`src/rtl/core/tos_pkg.sv`:
```
`timescale 1ns / 1ps
// ----------------------------------------------------------------------------
// tos_pkg
// Types, codes and helpers shared by the typed operand stack modules.
// ----------------------------------------------------------------------------
package tos_pkg;

  localparam int CNT_W  = 9;
  localparam int WORD_W = 32;

  // operation kinds
  localparam logic [1:0] KIND_PUSH = 2'd0;
  localparam logic [1:0] KIND_POP  = 2'd1;
  localparam logic [1:0] KIND_PEEK = 2'd2;

  // value type codes
  localparam logic [2:0] VT_INT    = 3'd0;
  localparam logic [2:0] VT_FLOAT  = 3'd1;
  localparam logic [2:0] VT_LONG   = 3'd2;
  localparam logic [2:0] VT_DOUBLE = 3'd3;
  localparam logic [2:0] VT_BOOL   = 3'd4;
  localparam logic [2:0] VT_REF    = 3'd5;

  // result status codes
  localparam logic [1:0] STAT_OK    = 2'd0;
  localparam logic [1:0] STAT_OVF   = 2'd1;
  localparam logic [1:0] STAT_EMPTY = 2'd2;

  // configuration register index (paddr[2])
  localparam logic REG_SLOT_LIMIT = 1'b0;
  localparam logic REG_REF_IS_64  = 1'b1;

  typedef enum logic [2:0] {
    S_IDLE,
    S_EXEC,
    S_WR_HI,
    S_RD_TOP,
    S_RD_LO,
    S_DONE
  } tos_state_t;

  typedef struct packed {
    logic load;     // latch the input word, read the top entry's type
    logic eval;     // decide, write low slot on push, read top slot on pop/peek
    logic wr_hi;    // write high slot of a two-slot push
    logic cap_top;  // capture top slot, read the one below
    logic cap_lo;   // capture low slot of a two-slot entry
    logic commit;   // update counts and load the result register
  } tos_cmd_t;

  typedef struct packed {
    logic push_two_go;
    logic rd_go;
    logic rd_two;
    logic out_busy;
  } tos_sts_t;

  function automatic logic pair_type(input logic [2:0] t, input logic ref64);
    pair_type = (t == VT_LONG) || (t == VT_DOUBLE) || ((t == VT_REF) && ref64);
  endfunction

endpackage

```
`src/rtl/core/tos_ctrl.sv`:
```
`timescale 1ns / 1ps
// ----------------------------------------------------------------------------
// tos_ctrl
// Sequencer for one stack operation: accept, decide, slot accesses, commit.
// ----------------------------------------------------------------------------
module tos_ctrl
  import tos_pkg::*;
(
  input  logic     clk,
  input  logic     rst,
  input  logic     in_valid,
  output logic     in_stall,
  input  tos_sts_t sts,
  output tos_cmd_t cmd
);

  tos_state_t state;
  tos_state_t state_next;

  always_ff @(posedge clk) begin
    if (rst) begin
      state <= S_IDLE;
    end else begin
      state <= state_next;
    end
  end

  always_comb begin
    state_next = state;
    cmd        = '0;
    in_stall   = 1'b1;
    case (state)
      S_IDLE: begin
        in_stall = 1'b0;
        if (in_valid) begin
          cmd.load   = 1'b1;
          state_next = S_EXEC;
        end
      end
      S_EXEC: begin
        cmd.eval = 1'b1;
        if (sts.push_two_go) begin
          state_next = S_WR_HI;
        end else if (sts.rd_go) begin
          state_next = S_RD_TOP;
        end else begin
          state_next = S_DONE;
        end
      end
      S_WR_HI: begin
        cmd.wr_hi  = 1'b1;
        state_next = S_DONE;
      end
      S_RD_TOP: begin
        cmd.cap_top = 1'b1;
        state_next  = sts.rd_two ? S_RD_LO : S_DONE;
      end
      S_RD_LO: begin
        cmd.cap_lo = 1'b1;
        state_next = S_DONE;
      end
      S_DONE: begin
        // hold until the result register is free or draining
        if (!sts.out_busy) begin
          cmd.commit = 1'b1;
          state_next = S_IDLE;
        end
      end
      default: begin
        state_next = S_IDLE;
      end
    endcase
  end

endmodule

```
`config.mk`:
```
export PLATFORM = sky130hd
export DESIGN_NAME = tos_ctrl
export DESIGN_NICKNAME = d
export VERILOG_FILES = /design/src/rtl/core/tos_pkg.sv /design/src/rtl/core/tos_ctrl.sv
export SDC_FILE = /design/constraint.sdc
export NUM_CORES = 1
export LEC_CHECK = 0
export ABC_AREA = 1
export ABC_CLOCK_PERIOD_IN_PS = 2770
export BUFFER_PORTS_ARGS = -buffer_cell sky130_fd_sc_hd__clkbuf_2
export CAP_MARGIN = 20
export CORE_AREA = 2 2 39 41
export DETAILED_ROUTE_END_ITERATION = 7
export DIE_AREA = 0 0 41 43
export GPL_TIMING_DRIVEN = 0
export PLACE_DENSITY = 0.42
export SLEW_MARGIN = 30
export SYNTH_ARGS = -nofsm -noshare
export SYNTH_HDL_FRONTEND = slang
export SYNTH_SLANG_ARGS = --single-unit
```
`constraint.sdc`:
```
create_clock -name clk -period 2.77 [get_ports clk]
set_input_delay 0.554 -clock clk [delete_from_list [all_inputs] [get_ports clk]]
set_output_delay 0.554 -clock clk [all_outputs]
set_load 0.05 [all_outputs]
```
==> flow_summary.json, run 1 <==
{
  "clk_latency_ps": 230,
  "grt_pass1_wl_um": 924,
  "p_int_mw": 0.131,
  "synth_top_area_cell": "dfxtp_1",
  "setup_viol": 0,
  "cellLeakagePower_nw": 0.205,
  "placementRows": 14,
  "firstDrtPassIters": 4,
  "nets": 64,
  "io_pins": 14,
  "post-route-drc-count": 0,
  "hpwl_um": 450,
  "min_path_cells": 2,
  "maxSlewHeadroom_pct": 81.6,
  "place_area_sq_um": 314,
  "r2r_slack_ps": 1700,
  "die_w_um": 41,
  "antenna_found_initial": 0,
  "worst_pin_slew_ps": 277,
  "cap_viol_max_count": 0,
  "fin_crit_ps": 1890,
  "ant_nets": 0,
  "clockRootBuffer": "clkbuf_4",
  "core_area_sq_mm": 0.00138,
  "period_share_pct": 68.1,
  "netlist.area_leader.share_pct": 26.2,
  "cts_resized": 0,
  "critPathRequiredTime_ps": 2220,
  "rsz0062_at_grt": "no",
  "grt_pass1_vias": 254,
  "hp-class": "in -> reg",
  "r2r-end": "state[2]",
  "reg_top3": "state x3",
  "syn_inst": 39,
  "crit_arrival_ps": 1330,
  "min-delay-start": "rst",
  "critPathKind": "reg -> out",
  "path_max_fanout": 7,
  "synth_area_leaders": "dfxtp_1, inv_1, nand2_1",
  "die_area_sq_mm": 0.00176,
  "synth_fp_nets": 46,
  "r2r_start": "state[0]",
  "skew_ps": 1.62,
  "net-switching-power_mw": 0.113,
  "clkSinkCount": 3,
  "wl_per_cell_um": 7.56,
  "synth_warnings": 0,
  "seqPwrFrac_pct": 24.7,
  "regMostFlops": "state",
  "portBuffers": 13,
  "clkPwrFrac_pct": 31.4,
  "maxSlewViolCount": 0,
  "cts_buffers": 3,
  "mostFrequentLayoutCells": "clkbuf_2, nand2_1, inv_1",
  "wirelength_um": 544,
  "clock_path_buffers": 2,
  "whs_endpoint": "state[0]",
  "avgSynthCellArea_sq_um": 5.87,
  "synth-seq-cells": 3,
  "tritoncts": "built",
  "grt_max_degree": 8,
  "largest_reg_flops": 3,
  "detailroute.via_count": 280,
  "start_util_pct": 16.5,
  "gp_congestion": 0.711,
  "setup_tns_ps": 0,
  "holdBufCountCts": 0,
  "worstRegToRegCells": 8,
  "hold_viol": 0,
  "h-tree-depth": 1,
  "syn_area_sq_um": 229,
  "end_kind": "output pin",
  "layout_commonest_cell": "clkbuf_2",
  "max-vdd-ir-drop_mv": 0.126,
  "diodes": 0,
  "area_growth_pct": 48.6,
  "yosysUniqueCellTypes": 13,
  "max_freq_mhz": 530,
  "yosysSeqAreaShare_pct": 26.2,
  "combPwrFrac_pct": 43.9,
  "final_area_sq_um": 340,
  "post_cts_buffers": 0,
  "gr-total-overflow": 0,
  "status": "finished, final reports clean",
  "critPathLaunchType": "flop",
  "detail_route.iter0.violations": 3,
  "final_layout_size_suffix_gt1_share_pct": 41.1,
  "grtUsageTotal_pct": 8.22,
  "powerDensity_mw_per_mm2": 717,
  "clk_pin_slew_ps": 40,
  "die_h_um": 43,
  "vias_per_cell": 3.89,
  "swShare_pct": 46.2
}
[area by class of cell]
class	instances	area, sq um
Sequential cell	3	60.1
Inverter	10	37.5
Fill cell	169	1040
Tap cell	16	20.0
Multi-Input combinational cell	26	131
Clock buffer	4	26.3
Timing Repair Buffer	13	65.1
[layer usage]
layer | up-vias | share of wire [%] | GRT usage, % | wire length (um)
met5 | - | 0 | 0 | 0
li1 | 155 | - | - | -
met2 | 10 | 44 | 10.9 | 237
met1 | 115 | 48 | 9.29 | 263
met3 | 0 | 7.9 | 3.14 | 43
met4 | 0 | 0 | 8.00 | 0
[power by group through the flow]
stage	Clock [mW]	Sequential, mW	Combinational, mW
6_report	0.0766	0.0603	0.107
5_1_grt	0.0866	0.0624	0.117
4_1_cts	0.0808	0.0603	0.108
3_5_place_dp	0	0.0611	0.108
3_3_place_gp	0	0.0613	0.109
2_1_floorplan	0	0.0587	0.0860
[through the flow]
stage / instances / worst slack (ps) / utilization (%) / power [mW] / hold WS [ps]
detailed placement: 68 / 999 / 22.7 / 0.169 / 676
global route: 72 / 773 / 24.6 / 0.266 / 517
global placement: 68 / 986 / 22.7 / 0.170 / 679
CTS: 72 / 881 / 24.6 / 0.249 / 508
finish: 72 / 882 / 24.6 / 0.244 / 520
floorplan: 39 / 109 / - / 0.145 / 593
[cells by family (layout without fill, tap and decap cells)]
family	Yosys count	after routing	share of synthesized area (%)
simple gates	24	24	49.7
buf+inv	10	27	16.4
flops	3	3	26.2
compound gates	2	2	7.65
[how the worst max path moves through the flow]
stage,from,endpoint,slack [ps],cells after the start
floorplan,sts[0],cmd[0],110,1
global placement,sts[0],cmd[0],990,3
detailed placement,sts[0],cmd[0],1000,3
CTS,state[0],cmd[0],880,3
global route,state[0],cmd[0],770,3
finish,state[0],cmd[0],880,3
[critical path, stage by stage, from the launching register on]
cell and delay, ps:
dfxtp_1 450, inv_1 100, nor4_1 230, clkbuf_2 320
[Yosys cell counts]
cell type,number
dfxtp_1,3
inv_1,8
inv_2,2
nor2_1,5
nor4_1,1
nand4_1,1
nor3_2,1
a21o_2,1
nor3_1,2
nand2_1,8
a21oi_2,1
nor2_2,2
nand3_1,4
Power figures use the tool's default switching activity.
==> run 2, diff against run 1 <==
ABC_AREA = 0   (was 1)
ABC_CLOCK_PERIOD_IN_PS = 1820   (was 2770)
clock period = 1.82 ns   (was 2.77 ns; I/O delays follow)
==> run 2 against run 1 <==
Effect of this change:
- register-to-register slack lost 950 ps
- routed wire length grew 7.9%
- die area did not move
- critical endpoint is now cmd[5]
- setup slack worse by 810 ps
- sequential power up 39%
- cell area grew 3.7%
- synthesized cell count is 28% lower
- clock power up 51%
- hold slack lost 160 ps
- area after synthesis is 1.1% lower
==> flow_summary.json, run 2 <==
{
  "status": "finished, final reports clean",
  "die_h_um": 43,
  "synth_top_area_cell": "dfxtp_1",
  "min_path_cells": 2,
  "ys.flop_type": "dfxtp_1",
  "stdcell_count": 61,
  "post-route-drc-count": 0,
  "setup_ws_ps": 72.8,
  "rsz0062_at_grt": "no",
  "place_area_sq_um": 324,
  "max_freq_mhz": 572,
  "clk_latency_ps": 230,
  "clkSinkCount": 3,
  "synthTopCellsByCount": "nor2_1, dfxtp_1, nor3b_1",
  "hold_viol": 0,
  "post_cts_buffers": 0,
  "worstRegToRegCells": 4,
  "yosysUniqueCellTypes": 17,
  "powerDensity_mw_per_mm2": 1360,
  "core_area_sq_mm": 0.00138,
  "cts_buffers": 3,
  "cpMaxStageDelayCell": "or3_1",
  "path_max_fanout": 9,
  "portBuffers": 13,
  "async_reset_ff_share_pct": 0,
  "synth_fp_nets": 35,
  "wl_per_cell_um": 9.62,
  "maxSlewViolCount": 0,
  "antenna_found_initial": 0,
  "reg_top3": "state x3",
  "die_area_sq_mm": 0.00176,
  "r2r_start": "state[1]",
  "synth.most_common_cell": "nor2_1",
  "grt_pass1_wl_um": 945,
  "tritoncts": "built",
  "hpwl_um": 421,
  "max_stage_delay_ps": 400,
  "fin_crit_ps": 1750,
  "crit_chain": "buf_6, or3_1, nor2_2, clkbuf_4",
  "diodes": 0,
  "cts_resized": 0,
  "cellLeakagePower_nw": 0.172,
  "crit_arrival_ps": 1380,
  "critPathRequiredTime_ps": 1460,
  "grtUsageTotal_pct": 8.11,
  "ant_nets": 0,
  "detailroute.via_count": 247,
  "die_w_um": 41,
  "cap_viol_max_count": 0,
  "layout_commonest_cell": "clkbuf_2",
  "critical_path_buf_inv_count": 2,
  "regMostFlops": "state",
  "avgSynthCellArea_sq_um": 8.09,
  "firstDrtPassIters": 2,
  "crit_path_start": "state[1]",
  "syn_inst": 28,
  "placementRows": 14,
  "hp-class": "in -> reg",
  "dp.cells": 57,
  "max-vdd-ir-drop_mv": 0.624,
  "final_area_sq_um": 353,
  "synth-seq-cells": 3,
  "critPathKind": "reg -> out",
  "vias_per_cell": 4.05,
  "gp_congestion": 0.589,
  "mostFrequentLayoutCells": "clkbuf_2, nor2_1, clkbuf_4",
  "netlist.area_leader.share_pct": 26.5,
  "clock_path_buffers": 2,
  "clockRootBuffer": "clkbuf_4",
  "area_growth_pct": 55.8,
  "final_layout_size_suffix_gt1_share_pct": 51.1,
  "nets": 53,
  "r2r_slack_ps": 750,
  "synth_warnings": 0,
  "maxSlewHeadroom_pct": 81.5,
  "worst_pin_slew_ps": 278,
  "io_pins": 14,
  "grt_pass1_vias": 223,
  "place_ws_ps": 278,
  "detail_route.iter0.violations": 6,
  "cp_top_family": "simple AND/OR/NAND/NOR gates",
  "end_kind": "output pin",
  "largest_reg_flops": 3,
  "synth_edf_count": 0,
  "skew_ps": 2.37,
  "gr-total-overflow": 0,
  "min-delay-start": "rst",
  "h-tree-depth": 1,
  "syn_area_sq_um": 226,
  "r2r-end": "state[2]",
  "critPathLaunchType": "flop",
  "synth_area_leaders": "dfxtp_1, nor2_1, nor3b_1",
  "setup_viol": 0,
  "period_share_pct": 96.0,
  "clk_pin_slew_ps": 40,
  "holdBufCountCts": 0,
  "wirelength_um": 587,
  "grt_max_degree": 11,
  "yosysSeqAreaShare_pct": 26.5,
  "start_util_pct": 16.4,
  "whs_endpoint": "state[1]"
}
==> run 2: worst register-to-register path, delay by kind of cell (launching register included) <==
kind            cells  cell delay, ps
compound gates      1              70
buf+inv             1             130
simple gates        2             480
flops               1             300
==> run 2: report_power, final <==
| group | switching [mW] | leakage [nW] | internal, mW |
|---|---|---|---|
| Sequential | 0.00350 | 0.0247 | 0.0801 |
| Clock | 0.0335 | 0.0150 | 0.0821 |
| Combinational | 0.190 | 0.133 | 0.0904 |
==> run 2: routing by layer <==
| layer | track usage [%] | vias to the layer above | share of wire [%] | routed length (um) |
|---|---|---|---|---|
| met2 | 9.69 | 16 | 34 | 199 |
| met1 | 10.8 | 100 | 53 | 312 |
| met5 | 0 | - | 0 | 0 |
| li1 | - | 131 | - | - |
| met4 | 2.00 | 0 | 0 | 0 |
| met3 | 6.81 | 0 | 13 | 75 |
==> run 2: worst max-delay path by stage <==
stage,endpoint,slack [ps],cells past startpoint
floorplan,cmd[5],-70,3
global placement,cmd[5],280,4
detailed placement,cmd[5],280,4
CTS,cmd[5],9,4
global route,cmd[5],20,4
finish,cmd[5],70,4
==> run 2: logic make-up (layout without fill, tap and decap cells) <==
| group | after synthesis | in the layout | synth area share (%) |
|---|---|---|---|
| buffers and inverters | 4 | 21 | 13.3 |
| AO/OA/AOI/OAI | 5 | 5 | 16.0 |
| flip-flops | 3 | 3 | 26.5 |
| AND/OR/NAND/NOR | 16 | 16 | 44.2 |
==> run 2: metrics by stage <==
step	setup TNS [ps]	power, mW	utilization (%)	hold WS (ps)
floorplan	-71.0	0.311	-	440
global placement	0	0.365	23.4	561
detailed placement	0	0.363	23.4	566
CTS	0	0.488	25.3	357
global route	0	0.517	25.5	369
finish	0	0.479	25.5	364
==> run 2: layout make-up <==
type                       instances  area [sq um]
timing repair buffer              13          67.6
inverter                           1          3.75
multi-input combinational         21           149
tap                               16          20.0
sequential                         3          60.1
fill                             156          1030
clock buffer                       4          26.3
buffer                             3          26.3
==> run 3, diff against run 2 <==
==> constraint.sdc (replaced) <==
create_clock -name clk -period 1.82 [get_ports clk]
set_input_delay 0.546 -clock clk [delete_from_list [all_inputs] [get_ports clk]]
set_output_delay 0.546 -clock clk [all_outputs]
set_load 0.05 [all_outputs]
==> run 3 against run 2 <==
Effect of this change:
- hold slack better by 170 ps
- clock power up 3%
- sequential power up 21%
- largest cell class unchanged
- first-iteration DRC count down 50%
- utilization up 4.5 points
- cell count up 4.9%
- via count up 6.9%
- non-clock buffer count up 3
- critical path type unchanged
- maximum frequency down 1.6%
==> flow_summary.json, run 3 (synthesis gave the netlist of run 2 again) <==
{
  "status": "finished, final reports clean",
  "crit_arrival_ps": 1230,
  "gp_congestion": 0.595,
  "final_util_pct": 30.0,
  "grt_max_degree": 8,
  "clock_path_buffers": 2,
  "critPathRequiredTime_ps": 1270,
  "diodes": 0,
  "ant_nets": 0,
  "die_w_um": 41,
  "h-tree-depth": 1,
  "place_ws_ps": 100,
  "detail_route.iter0.violations": 3,
  "highest_layer": "met4",
  "regMostFlops": "state",
  "hpwl_um": 427,
  "fin_crit_ps": 1780,
  "maxSlewHeadroom_pct": 81.7,
  "grt_pass1_vias": 263,
  "reg_top3": "state x3",
  "firstDrtPassIters": 4,
  "fillers": 154,
  "critPathKind": "reg -> out",
  "portBuffers": 13,
  "multi_input_area_sq_um": 161,
  "area_growth_pct": 83.4,
  "vias_per_cell": 4.13,
  "cap_viol_max_count": 0,
  "skew_ps": 5.36,
  "wirelength_um": 665,
  "final_layout_size_suffix_gt1_share_pct": 64.6,
  "drt-met1-wl_um": 308,
  "core_area_sq_mm": 0.00138,
  "cts_buffers": 3,
  "r2r-end": "state[2]",
  "hold_viol": 0,
  "die_h_um": 43,
  "setup_ws_ps": 44.8,
  "cellLeakagePower_nw": 0.197,
  "worstRegToRegCells": 4,
  "route.met2.wl_um": 297,
  "tritoncts": "built",
  "whs_ps": 532,
  "clockRootBuffer": "clkbuf_4",
  "placementRows": 14,
  "hp-class": "in -> reg",
  "largest_reg_flops": 3,
  "io_pins": 14,
  "path_max_fanout": 3,
  "start_util_pct": 16.4,
  "rsz0062_at_grt": "no",
  "wl_met3_um": 48,
  "holdBufCountCts": 0,
  "r2r_slack_ps": 700,
  "grtUsageTotal_pct": 10.1,
  "nets": 56,
  "clk_pin_slew_ps": 40,
  "setup_tns_ps": 0,
  "post-route-drc-count": 0,
  "crit_end": "cmd[5]",
  "gr-total-overflow": 0,
  "grt_pass1_wl_um": 1120,
  "die_area_sq_mm": 0.00176,
  "end_kind": "output pin",
  "crit_path_start": "state[1]",
  "max_freq_mhz": 563,
  "detailroute.via_count": 264,
  "clk_latency_ps": 240,
  "critPathLaunchType": "flop",
  "r2r_start": "state[1]",
  "wl_per_cell_um": 10.4,
  "layout_commonest_cell": "clkbuf_2",
  "period_share_pct": 97.5,
  "antenna_found_initial": 0,
  "worst_pin_slew_ps": 276,
  "max-vdd-ir-drop_mv": 0.701,
  "powerDensity_mw_per_mm2": 1330,
  "maxSlewViolCount": 0,
  "clkSinkCount": 3,
  "mostFrequentLayoutCells": "clkbuf_2, buf_4, nor2_1, clkbuf_4",
  "setup_viol": 0,
  "register_area_sq_um": 68.8
}
## run 3: changes by cell type in the layout (fill, tap and decap cells not counted), moves of 2 or more
cell	before	now
clkbuf_2	12	9
buf_2	0	2
buf_4	2	5
dfxtp_1	3	0
dfxtp_4	0	2
## run 3: routing by layer
layer  vias to the layer above  global-route usage [%]
met2                        14                    11.6
met1                       111                    13.7
met5                         -                       0
met4                         0                    12.0
li1                        137                       -
met3                         2                    1.57
## run 3: area by class of cell
type	instances	area share, %
Timing Repair Buffer	19	32.5
Clock buffer	4	6.33
Sequential cell	3	16.6
Multi-Input combinational cell	21	38.9
Inverter	1	0.904
Tap cell	16	4.82
## run 3: repair_timing
action / in CTS / in global routing
pin swaps: 1 / 2
gates resized for setup: 8 / 7
buffers inserted: 6 / 0
endpoints found under the setup margin: 2 / 6
## run 3: report_power, final
part | internal [mW] | switching (mW)
registers | 0.0855 | 0.0153
clock network | 0.0824 | 0.0373
logic | 0.137 | 0.196
total | 0.305 | 0.248
## run 3: per-stage QoR
step           instances  power [mW]  cell area [sq um]
2_1_floorplan         28       0.313                241
3_3_place_gp          57       0.366                327
3_5_place_dp          57       0.364                327
4_1_cts               65       0.552                417
5_1_grt               64       0.587                415
6_report              64       0.553                415
## run 3: worst max-delay path, stage by stage, from the launching register on
cell and delay (ps):
dfxtp_4 340, or3_4 400, nor2_4 100, buf_8 150
## run 3: worst min-delay path by stage
stage | startpoint | to | slack, ps | depth (start not counted)
after detailed placement | state[1] | state[0] | 560 | 2
after global placement | state[1] | state[0] | 560 | 2
after floorplan | state[1] | state[0] | 530 | 2
after CTS | rst | state[1] | 530 | 2
after global routing | rst | state[1] | 550 | 2
final | rst | state[1] | 530 | 2
